==> src/hdl/i2cmt_pkg.sv <==
`timescale 1ns / 1ps

package i2cmt_pkg;

    localparam int          BUFFER_BYTES_DEF = 16;
    localparam int          INDEX_SPAN       = 16;
    localparam int          BITS_PER_BYTE    = 8;
    localparam logic [7:0]  TICKS_RESET      = 8'd16;

    typedef enum logic [1:0] {
        ACT_TICK  = 2'd0,
        ACT_LOAD  = 2'd1,
        ACT_WRITE = 2'd2,
        ACT_READ  = 2'd3
    } t_action;

    // one input beat
    typedef struct packed {
        logic [1:0] action;
        logic [3:0] buffer_index;
        logic [7:0] byte_value;
        logic [6:0] slave_address;
        logic [4:0] transfer_length;
        logic       sda_sample;
    } t_item;

    // one result beat
    typedef struct packed {
        logic       scl_release;
        logic       sda_release;
        logic       busy_res;
        logic       transfer_done;
        logic       nack_flag;
        logic       read_valid;
        logic [3:0] read_index;
        logic [7:0] read_byte;
    } t_result;

    // byte buffer write request from the sequencer
    typedef struct packed {
        logic       en;
        logic [3:0] slot;
        logic [7:0] data;
    } t_buf_wr;

endpackage

==> src/hdl/i2cmt_buffer.sv <==
`timescale 1ns / 1ps

module i2cmt_buffer #(
    parameter int BUFFER_BYTES = i2cmt_pkg::BUFFER_BYTES_DEF
) (
    input  logic                i_clk,
    input  i2cmt_pkg::t_buf_wr  i_wr,
    input  logic [4:0]          i_rd_pos,
    output logic [7:0]          o_rd_data
);
    import i2cmt_pkg::*;

    localparam int AW = (BUFFER_BYTES > 1) ? $clog2(BUFFER_BYTES) : 1;

    logic [7:0]    r_mem [BUFFER_BYTES];
    logic [7:0]    r_rd_data;
    logic [AW-1:0] wr_addr;
    logic [AW-1:0] rd_addr;

    assign wr_addr   = AW'(i_wr.slot);
    assign rd_addr   = AW'(i_rd_pos);
    assign o_rd_data = r_rd_data;

    always_ff @(posedge i_clk) begin
        if (i_wr.en) begin
            r_mem[wr_addr] <= i_wr.data;
        end
    end

    // registered read with write-first bypass, so the data always matches
    // the memory contents after the previous edge
    always_ff @(posedge i_clk) begin
        if (i_wr.en && (wr_addr == rd_addr)) begin
            r_rd_data <= i_wr.data;
        end else begin
            r_rd_data <= r_mem[rd_addr];
        end
    end

endmodule

==> src/hdl/i2cmt_seq.sv <==
`timescale 1ns / 1ps

module i2cmt_seq #(
    parameter int BUFFER_BYTES = i2cmt_pkg::BUFFER_BYTES_DEF
) (
    input  logic                i_clk,
    input  logic                i_rst_n,
    input  logic                i_en,
    input  i2cmt_pkg::t_item    i_item,
    input  logic [7:0]          i_half_ticks,
    input  logic [7:0]          i_buf_data,
    output i2cmt_pkg::t_buf_wr  o_buf_wr,
    output logic [4:0]          o_buf_pos,
    output i2cmt_pkg::t_result  o_res
);
    import i2cmt_pkg::*;

    localparam int LIMIT = (BUFFER_BYTES < INDEX_SPAN) ? BUFFER_BYTES : INDEX_SPAN;

    typedef enum logic [2:0] {
        PH_IDLE,
        PH_START,
        PH_DATA_LOW,
        PH_DATA_HIGH,
        PH_ACK_LOW,
        PH_ACK_HIGH,
        PH_STOP_LOW,
        PH_STOP_HIGH
    } t_phase;

    t_phase     r_phase,     n_phase;
    logic [4:0] r_pos,       n_pos;
    logic [3:0] r_bits,      n_bits;
    logic [7:0] r_shift,     n_shift;
    logic [7:0] r_tick,      n_tick;
    logic [4:0] r_len,       n_len;
    logic       r_read_mode, n_read_mode;
    logic       r_nack,      n_nack;
    t_result    r_res,       n_res;

    logic       start_now;
    logic       receiving;
    logic [7:0] half;
    logic [3:0] bits_inc;
    logic [4:0] pos_inc;
    t_action    act;

    assign act       = t_action'(i_item.action);
    assign receiving = r_read_mode && (r_pos != 5'd0);
    assign half      = (i_half_ticks == 8'd0) ? 8'd1 : i_half_ticks;
    assign bits_inc  = r_bits + 4'd1;
    assign pos_inc   = r_pos + 5'd1;
    assign start_now = ((act == ACT_WRITE) || (act == ACT_READ)) && (r_phase == PH_IDLE)
                       && (i_item.transfer_length <= 5'(LIMIT));

    assign o_buf_wr.en   = i_en && (act == ACT_LOAD)
                           && (7'(i_item.buffer_index) < 7'(BUFFER_BYTES));
    assign o_buf_wr.slot = i_item.buffer_index;
    assign o_buf_wr.data = i_item.byte_value;
    assign o_buf_pos     = r_pos;
    assign o_res         = r_res;

    always_comb begin
        n_phase     = r_phase;
        n_pos       = r_pos;
        n_bits      = r_bits;
        n_shift     = r_shift;
        n_tick      = r_tick;
        n_len       = r_len;
        n_read_mode = r_read_mode;
        n_nack      = r_nack;
        n_res       = '0;

        // bus levels of the phase in force for this beat
        n_res.scl_release = 1'b1;
        n_res.sda_release = 1'b1;
        if (start_now) begin
            n_res.sda_release = 1'b0;
        end else begin
            case (r_phase)
                PH_START: begin
                    n_res.sda_release = 1'b0;
                end
                PH_DATA_LOW, PH_DATA_HIGH: begin
                    n_res.scl_release = (r_phase == PH_DATA_HIGH);
                    n_res.sda_release = receiving ? 1'b1 : r_shift[7];
                end
                PH_ACK_LOW, PH_ACK_HIGH: begin
                    n_res.scl_release = (r_phase == PH_ACK_HIGH);
                    // master answers ACK, NACK on the last read byte
                    n_res.sda_release = receiving ? (r_pos >= r_len) : 1'b1;
                end
                PH_STOP_LOW: begin
                    n_res.scl_release = 1'b0;
                    n_res.sda_release = 1'b0;
                end
                PH_STOP_HIGH: begin
                    n_res.sda_release = 1'b0;
                end
                default: begin
                end
            endcase
        end

        if (start_now) begin
            n_read_mode = (act == ACT_READ);
            n_len       = i_item.transfer_length;
            n_pos       = 5'd0;
            n_bits      = 4'd0;
            n_tick      = 8'd0;
            n_nack      = 1'b0;
            n_shift     = {i_item.slave_address, (act == ACT_READ)};
            n_phase     = PH_START;
        end else if ((act == ACT_TICK) && (r_phase != PH_IDLE)) begin
            if (({1'b0, r_tick} + 9'd1) < {1'b0, half}) begin
                n_tick = r_tick + 8'd1;
            end else begin
                n_tick = 8'd0;
                case (r_phase)
                    PH_START: begin
                        n_bits  = 4'd0;
                        n_phase = PH_DATA_LOW;
                    end
                    PH_DATA_LOW: begin
                        n_phase = PH_DATA_HIGH;
                    end
                    PH_DATA_HIGH: begin
                        n_shift = {r_shift[6:0], i_item.sda_sample};
                        if (bits_inc >= 4'(BITS_PER_BYTE)) begin
                            n_bits  = 4'd0;
                            n_phase = PH_ACK_LOW;
                        end else begin
                            n_bits  = bits_inc;
                            n_phase = PH_DATA_LOW;
                        end
                    end
                    PH_ACK_LOW: begin
                        n_phase = PH_ACK_HIGH;
                    end
                    PH_ACK_HIGH: begin
                        if (!receiving && i_item.sda_sample) begin
                            n_nack  = 1'b1;
                            n_phase = PH_STOP_LOW;
                        end else begin
                            if (receiving) begin
                                n_res.read_valid = 1'b1;
                                n_res.read_index = 4'(r_pos - 5'd1);
                                n_res.read_byte  = r_shift;
                            end
                            n_pos = pos_inc;
                            if (pos_inc > r_len) begin
                                n_phase = PH_STOP_LOW;
                            end else begin
                                // next write byte comes from slot pos_inc - 1
                                if (!r_read_mode) begin
                                    n_shift = (7'(r_pos) < 7'(BUFFER_BYTES))
                                              ? i_buf_data : 8'd0;
                                end
                                n_bits  = 4'd0;
                                n_phase = PH_DATA_LOW;
                            end
                        end
                    end
                    PH_STOP_LOW: begin
                        n_phase = PH_STOP_HIGH;
                    end
                    PH_STOP_HIGH: begin
                        n_phase             = PH_IDLE;
                        n_res.transfer_done = 1'b1;
                    end
                    default: begin
                        n_phase = PH_IDLE;
                    end
                endcase
            end
        end

        n_res.busy_res  = (n_phase != PH_IDLE);
        n_res.nack_flag = n_nack;
    end

    always_ff @(posedge i_clk) begin
        if (!i_rst_n) begin
            r_phase     <= PH_IDLE;
            r_pos       <= 5'd0;
            r_bits      <= 4'd0;
            r_shift     <= 8'd0;
            r_tick      <= 8'd0;
            r_len       <= 5'd0;
            r_read_mode <= 1'b0;
            r_nack      <= 1'b0;
        end else if (i_en) begin
            r_phase     <= n_phase;
            r_pos       <= n_pos;
            r_bits      <= n_bits;
            r_shift     <= n_shift;
            r_tick      <= n_tick;
            r_len       <= n_len;
            r_read_mode <= n_read_mode;
            r_nack      <= n_nack;
            r_res       <= n_res;
        end
    end

endmodule

==> src/hdl/i2c_master_transfer.sv <==
`timescale 1ns / 1ps

// Channel   Direction  Handshake                  Payload
// --------  ---------  -------------------------  ------------------------------------------
// in        sink       i_in_valid / o_in_stall    i_action, i_buffer_index, i_byte_value,
//                                                 i_slave_address, i_transfer_length,
//                                                 i_sda_sample
// out       source     o_out_valid / i_out_stall  o_scl_release, o_sda_release, o_busy_res,
//                                                 o_transfer_done, o_nack_flag,
//                                                 o_read_valid, o_read_index, o_read_byte
// cfg       sink       i_cfg_wr_en                i_cfg_wr_data (ticks_per_half_bit)
//
// One beat per cycle sustained while the output is not stalled. Each beat passes
// through the input register and then the result register in the sequencer.
// Synchronous active-low reset: sequencer idle, result register empty, half period 16.
// The byte buffer itself is not cleared; a slot must be loaded before a write uses it.
// An output stall holds the result register; the input register still takes one more
// beat, then o_in_stall rises until the result is taken.

module i2c_master_transfer #(
    parameter int BUFFER_BYTES = i2cmt_pkg::BUFFER_BYTES_DEF
) (
    input  logic       i_clk,
    input  logic       i_rst_n,

    input  logic       i_in_valid,
    output logic       o_in_stall,
    input  logic [1:0] i_action,
    input  logic [3:0] i_buffer_index,
    input  logic [7:0] i_byte_value,
    input  logic [6:0] i_slave_address,
    input  logic [4:0] i_transfer_length,
    input  logic       i_sda_sample,

    output logic       o_out_valid,
    input  logic       i_out_stall,
    output logic       o_scl_release,
    output logic       o_sda_release,
    output logic       o_busy_res,
    output logic       o_transfer_done,
    output logic       o_nack_flag,
    output logic       o_read_valid,
    output logic [3:0] o_read_index,
    output logic [7:0] o_read_byte,

    input  logic       i_cfg_wr_en,
    input  logic [7:0] i_cfg_wr_data
);
    import i2cmt_pkg::*;

    logic       r_in_valid;
    t_item      r_in;
    logic       r_out_valid;
    logic [7:0] r_half_ticks;

    logic       out_free;
    logic       advance;
    logic       in_take;
    t_buf_wr    buf_wr;
    logic [4:0] buf_pos;
    logic [7:0] buf_data;
    t_result    res;

    // result register can take a new beat when empty or being drained
    assign out_free   = !r_out_valid || !i_out_stall;
    assign advance    = r_in_valid && out_free;
    assign o_in_stall = r_in_valid && !out_free;
    assign in_take    = i_in_valid && !o_in_stall;

    always_ff @(posedge i_clk) begin
        if (!i_rst_n) begin
            r_in_valid   <= 1'b0;
            r_out_valid  <= 1'b0;
            r_half_ticks <= TICKS_RESET;
        end else begin
            if (in_take) begin
                r_in_valid <= 1'b1;
            end else if (advance) begin
                r_in_valid <= 1'b0;
            end
            if (advance) begin
                r_out_valid <= 1'b1;
            end else if (!i_out_stall) begin
                r_out_valid <= 1'b0;
            end
            if (i_cfg_wr_en) begin
                r_half_ticks <= i_cfg_wr_data;
            end
        end
    end

    // input register (payload, no reset)
    always_ff @(posedge i_clk) begin
        if (in_take) begin
            r_in.action          <= i_action;
            r_in.buffer_index    <= i_buffer_index;
            r_in.byte_value      <= i_byte_value;
            r_in.slave_address   <= i_slave_address;
            r_in.transfer_length <= i_transfer_length;
            r_in.sda_sample      <= i_sda_sample;
        end
    end

    i2cmt_buffer #(
        .BUFFER_BYTES (BUFFER_BYTES)
    ) u_buffer (
        .i_clk     (i_clk),
        .i_wr      (buf_wr),
        .i_rd_pos  (buf_pos),
        .o_rd_data (buf_data)
    );

    i2cmt_seq #(
        .BUFFER_BYTES (BUFFER_BYTES)
    ) u_seq (
        .i_clk        (i_clk),
        .i_rst_n      (i_rst_n),
        .i_en         (advance),
        .i_item       (r_in),
        .i_half_ticks (r_half_ticks),
        .i_buf_data   (buf_data),
        .o_buf_wr     (buf_wr),
        .o_buf_pos    (buf_pos),
        .o_res        (res)
    );

    assign o_out_valid     = r_out_valid;
    assign o_scl_release   = res.scl_release;
    assign o_sda_release   = res.sda_release;
    assign o_busy_res      = res.busy_res;
    assign o_transfer_done = res.transfer_done;
    assign o_nack_flag     = res.nack_flag;
    assign o_read_valid    = res.read_valid;
    assign o_read_index    = res.read_index;
    assign o_read_byte     = res.read_byte;

    // a beat in the input register with room downstream lands in the result register
    a_advance_fills_out: assert property (@(posedge i_clk) disable iff (!i_rst_n)
        advance |=> r_out_valid)
        else $error("input beat advanced but result register is empty");

    // the end of a transfer leaves the sequencer idle
    a_done_not_busy: assert property (@(posedge i_clk) disable iff (!i_rst_n)
        (r_out_valid && res.transfer_done) |-> !res.busy_res)
        else $error("transfer done while still busy");

    // the beat that ends STOP still shows the STOP high levels
    a_done_stop_levels: assert property (@(posedge i_clk) disable iff (!i_rst_n)
        (r_out_valid && res.transfer_done) |-> (res.scl_release && !res.sda_release))
        else $error("transfer done without STOP bus levels");

    // received bytes arrive only while the transfer is still running
    a_read_while_busy: assert property (@(posedge i_clk) disable iff (!i_rst_n)
        (r_out_valid && res.read_valid) |-> (res.busy_res && !res.transfer_done))
        else $error("read byte presented outside a transfer");

endmodule

==> config.mk <==
export PLATFORM = sky130hd
export DESIGN_NAME = i2c_master_transfer
export DESIGN_NICKNAME = d
export VERILOG_FILES = /design/src/hdl/i2cmt_pkg.sv /design/src/hdl/i2cmt_buffer.sv /design/src/hdl/i2cmt_seq.sv /design/src/hdl/i2c_master_transfer.sv
export SDC_FILE = /design/constraint.sdc
export NUM_CORES = 1
export LEC_CHECK = 0
export BUFFER_PORTS_ARGS = -buffer_cell sky130_fd_sc_hd__buf_2
export CAP_MARGIN = 20
export CORE_ASPECT_RATIO = 1.25
export CORE_MARGIN = 4
export CORE_UTILIZATION = 50
export CTS_CLUSTER_DIAMETER = 60
export DETAILED_ROUTE_END_ITERATION = 16
export HOLD_SLACK_MARGIN = 0.03
export MAX_ROUTING_LAYER = met4
export PLACE_DENSITY = 0.68
export SYNTH_ARGS = -nofsm -noshare
export SYNTH_HDL_FRONTEND = slang
export SYNTH_SLANG_ARGS = --single-unit
==> constraint.sdc <==
create_clock -name i_clk -period 3 [get_ports i_clk]
set_input_delay 0.45 -clock i_clk [delete_from_list [all_inputs] [get_ports i_clk]]
set_output_delay 0.45 -clock i_clk [all_outputs]
set_load 0.02 [all_outputs]
# == After elaboration in Yosys (flattened, before gate mapping) ==
# Memories as Yosys holds them, arrays and structs flattened. A register that Yosys moved wholly into a read port is not among the register bits.
# Cells that the tools add are included.
# W data, S select, Z words.
# word_totals
reg_bits,90
ramBits,128
in_bits,40
out_inout_bits,20
word_cells,143
memories,1
# op_classes
add_sub_neg,5
n_lt_le_gt_ge,6
n_eq_ne,16
muxes,48
n_bitwise,3
n_reduce_logical,39
# memory_table
memory,depth,word_bits,rd,rd_clocked_by_memory_dff,wr,line_no,text
u_buffer.r_mem,16,8,1,1,1,i2cmt_buffer.sv:15,logic [7:0] r_mem [BUFFER_BYTES];
# op_table
cell,n
$mux W8,11
$mux W5,5
$mux W4,6
$mux W3,6
$pmux W3 S6,1
$pmux W8 S2,1
$mux W1,14
$mux W13,1
$eq A3 B3 Y1 const B,4
$pmux W4 S3,1
$add A8 B1 Y9 const B,1
$logic_and A1 B1 Y1,9
$lt A9 B8 Y1,1
$reduce_bool A3 Y1,3
$add A8 B1 Y8 const B,1
$logic_not A8 Y1,1
$reduce_and A7 Y1,1
$eq A3 B2 Y1 const B,2
$ne A2 B1 Y1 const B,3
$ne A3 B2 Y1 const B,2
$pmux W1 S3,2
$reduce_and A2 Y1,3
$reduce_and A6 Y1,1
$reduce_bool A2 Y1,3
other kinds (24),34

# == Depth between registers and ports, before layout ==
# logic_depth
ltp_word,10
depth_mapped,12
mapped_depth_nobuf,12

# == Modules after synthesis ==
# From an unflattened synthesis, not the netlist that was laid out.
# hier_totals
hier_cells,649
area_unflattened_um2,9526.6
# by_module_without_submodules
module,n_inst,cells_each,area_per_inst_um2,seq_area_each_um2
i2cmt_buffer,1,225,5067.4,3923.8
i2cmt_seq,1,364,3270.6,1241.2
i2c_master_transfer,1,60,1188.6,1011.0

# == Least setup slack after synthesis ==
# OpenSTA, ideal clock, no wires.
# synth_timing
path_type,register to register
startpoint,register u_seq.r_tick[0]
endpoint,register u_seq.r_shift[0]
setup_ns,0.073
arrival_time_ns,2.664
required_ns,2.927
slack_ns,0.263
stages_incl_launch_ff,12
n_path_buf,0
synth_period_minus_slack_ns,2.737
cell_sequence,dfxtp_1 -> ha_1 -> and3_1 -> nand3_1 -> xnor2_1 -> ha_1 -> a21o_1 -> a21oi_1 -> o21a_1 -> a21oi_2 -> a41oi_4 -> mux2i_1
# synth_via
elab_chain_len,4
# synth_lines
element,line_no,text
"start, declared",i2cmt_seq.sv:35,"logic [7:0] r_tick, n_tick;"
"start signal, assigned",i2cmt_seq.sv:197,r_tick <= n_tick;
$add A8 B1 Y9,i2cmt_seq.sv:115,"if (({1'b0, r_tick} + 9'd1) < {1'b0, half}) begin"
$lt A9 B8 Y1,i2cmt_seq.sv:115,
$ne A2 B1 Y1 (no source line),-,
$reduce_and A7 Y1 (no source line),-,
"end signal, assigned",i2cmt_seq.sv:196,r_shift <= n_shift;
"end, declared",i2cmt_seq.sv:34,"logic [7:0] r_shift, n_shift;"
# Every way passes these cells.
# A chain may end at the register's enable or synchronous reset.

# == Worst setup path after layout ==
# layout_timing
startpoint,register u_seq.r_tick[1]
endpoint,register u_seq.r_shift[2]
# Same word-level chain as after synthesis.

==> flow_metrics.py <==
metrics = {
    "setup_path": {
        "arrival_ns": 3.28,
        "crit_top_cell": "ha_1",
        "crit_type": "reg -> reg",
        "cp.required_ns": 3.43,
        "cp-end-kind": "register",
        "start_kind": "register",
        "cp_slowest_cell": "dfxtp_1",
        "cp_top_family": "compound AO/OA/AOI/OAI gates",
        "cp_max_fo": 8,
        "path_buf_inv": 1,
        "max_stage_delay_ns": 0.36,
        "crit_chain": "ha_1, and3_1, nand3_1, xnor2_1, ha_1, a21o_1, a21oi_1, o21a_2, a21oi_2, a41oi_4, buf_12, mux2i_1",
    },
    "power": {
        "p_seq_share_pct": 50.9,
        "pwr_density_cell_nw_per_um2": 609,
        "power_switching_mw": 1.34,
        "switching_share_pct": 20.0,
        "vdd_drop_max_v": 0.000560,
        "p_int_mw": 5.37,
        "power_frac_clock_pct": 46.3,
        "finalPower_mw": 6.71,
        "p_leak_nw": 3.88,
        "comb_power_share_pct": 2.8,
    },
    "die": {
        "fp.dieW_um": 131,
        "initial_utilization_pct": 51.5,
        "die_h_um": 162,
        "num_io_pins": 60,
        "die-area_sq_um": 21200,
        "rows": 55,
        "core-area_sq_um": 18400,
    },
    "global_route": {
        "overflow": 0,
        "grt_use_total_pct": 19.3,
        "first_global_vias": 5810,
        "antenna_found_initial": 0,
        "grt_first_pass_wirelength_um": 30800,
        "grt_max_degree": 32,
    },
    "synth": {
        "syn_nets": 721,
        "async_flop_share_pct": 0,
        "synthTopCellsByCount": "edfxtp_1, dfxtp_1, mux2i_1",
        "synth_top_flop_cell": "edfxtp_1",
        "synth_cells": 659,
        "yosysSeqAreaShare_pct": 65.3,
        "synth_top_cell_by_area": "edfxtp_1",
        "synth_edf_count": 173,
        "synth_area_sq_um": 9450,
        "yosys_register_bits": 222,
        "synthTopCellsByArea": "edfxtp_1, dfxtp_1, mux2i_1",
        "synth_most_common_cell": "edfxtp_1",
        "synth_cell_types": 68,
        "yosysWarnings": 0,
        "syn_avg_cell_area_sq_um": 14.3,
        "yosysTopAreaCellShare_pct": 54.9,
    },
    "detailed_routing": {
        "wl_per_cell_um": 19.8,
        "drc": 0,
        "viasPerCell": 5.80,
        "drt_pass1_iterations": 7,
        "finalWirelength_um": 19600,
        "ant_nets": 0,
        "first_iter_violations": 471,
        "route.vias.total": 5735,
    },
    "clocking": {
        "cts_tree": "done",
        "cts_made_buffers": 23,
        "path_clk_slew_ns": 0.06,
        "postCtsHoldBufs": 0,
        "htree_num_levels": 1,
        "cts.sinks": 222,
        "clockBufferDepth": 3,
        "clock_latency_ns": 0.52,
        "cts-root-buf": "clkbuf_16",
    },
    "place": {
        "port_buffers": 59,
        "dp_cells": 945,
        "dp_hpwl_um": 13400,
        "place_congestion": 0.863,
    },
    "sta": {
        "period_minus_slack_ns": 2.86,
        "setup_viol": 0,
        "finalCritPeriodShare_pct": 95.2,
        "maxSlewViolCount": 0,
        "slew_headroom_pct": 58.9,
        "skew_ns": 0.0213,
        "hold-worst-slack_ns": 0.106,
        "fin_tns_setup_ns": 0,
        "worst_pin_slew_ns": 0.616,
        "hold_violations": 0,
        "fmaxAchievable_mhz": 350,
    },
    "layout": {
        "diodes": 0,
        "regArea_sq_um": 6180,
        "final_layout_size_suffix_gt1_share_pct": 23.1,
        "nFillCells": 1431,
        "final_util_pct": 60.0,
        "nets": 806,
        "final_cells": 989,
        "area_growth_pct": 16.6,
        "multiInputGateArea_sq_um": 3080,
    },
    "job": {
        "max-cap-violations": 0,
    },
    "worst_hold_path": {
        "hp-class": "in -> reg",
    },
    "status": {
        "status": "finished, final reports clean",
    },
}
## logic make-up (layout without fill, tap and decap cells)
logic type               Yosys count  count (layout)  share of synthesized area [%]
multiplexers                      64              64                           9.18
flip-flops                       222             222                           65.3
XOR/XNOR                          11              11                           1.02
adder cells (fa/ha/maj)           22              22                           2.91
buffers and inverters             51             153                           2.28
AND/OR/NAND/NOR                  173             173                           9.46
AO/OA/AOI/OAI                    116             116                           9.82
## registers in the layout, indices dropped and copies added (netlist names), 3 cells and up, named ones only
name	cells
r_half_ticks	8
r_in	27
u_buffer.r_mem	128
u_seq.o_buf_pos	5
u_seq.o_res	18
u_seq.r_bits	4
u_seq.r_len	5
u_seq.r_phase	3
u_seq.r_shift	8
u_seq.r_tick	8
## per-layer routing
metal,wire length (um),part of all wire [%],global-route usage (%),up-vias
li1,-,-,-,2699
met1,8050,41,24.7,2804
met2,9710,49,30.8,183
met3,1060,5.4,2.86,49
met4,813,4.1,7.90,0
met5,0,0,-,-
## power by group through the flow
stage	registers, mW	logic (mW)	clock network, mW
after CTS	3.42	0.190	3.16
after global placement	3.48	0.182	0
after floorplan	3.46	0.104	0
final	3.41	0.191	3.11
after global routing	3.42	0.209	3.31
after detailed placement	3.48	0.188	0
## area by class of cell
cell class / count / area share [%]
Sequential cell: 222 / 56.0
Multi-Input combinational cell: 386 / 28.0
Clock buffer: 25 / 5.29
Timing Repair Buffer: 89 / 5.06
Tap cell: 228 / 2.59
Clock inverter: 17 / 2.29
Inverter: 22 / 0.749
## path summary, 6_finish.rpt
check | start | to | slack [ns] | cells after the start
worst max-delay path | u_seq.r_tick[1]$_SDFFE_PN0P_ | u_seq.r_shift[2]$_SDFFE_PN0P_ | 0.14 | 12
worst min-delay path | i_transfer_length[2] | r_in[3]$_DFFE_PP_ | 0.11 | 1
worst min register to register | u_seq.r_len[1]$_SDFFE_PN0P_ | u_seq.r_len[1]$_SDFFE_PN0P_ | 0.46 | 2
worst max register to register | u_seq.r_tick[1]$_SDFFE_PN0P_ | u_seq.r_shift[2]$_SDFFE_PN0P_ | 0.14 | 12
## repair_timing
item,CTS,global route
gates resized for setup,1,2
pin swaps,1,2
setup buffers,0,2
endpoints found under the setup margin,4,26
## through the flow
stage | area [sq um] | setup WS, ns
final | 11000 | 0.144
after global routing | 11000 | -0.00743
after CTS | 11000 | 0.0721
after detailed placement | 10100 | -0.0127
after global placement | 10100 | 0.118
after floorplan | 9450 | 0.263
## cells in the final DEF, fill, tap and decap left out, types with 18 or more instances in the layout
cell type  instances
buf_2             59
mux2i_1           44
inv_1             20
dfxtp_1           48
clkbuf_16         23
edfxtp_1         173
ha_1              22
nor2_1            43
nand3_1           18
nand2_1           43
a21oi_1           25
buf_4             27
mux4_2            18
Note: power is estimated with default switching activity, not from simulation.
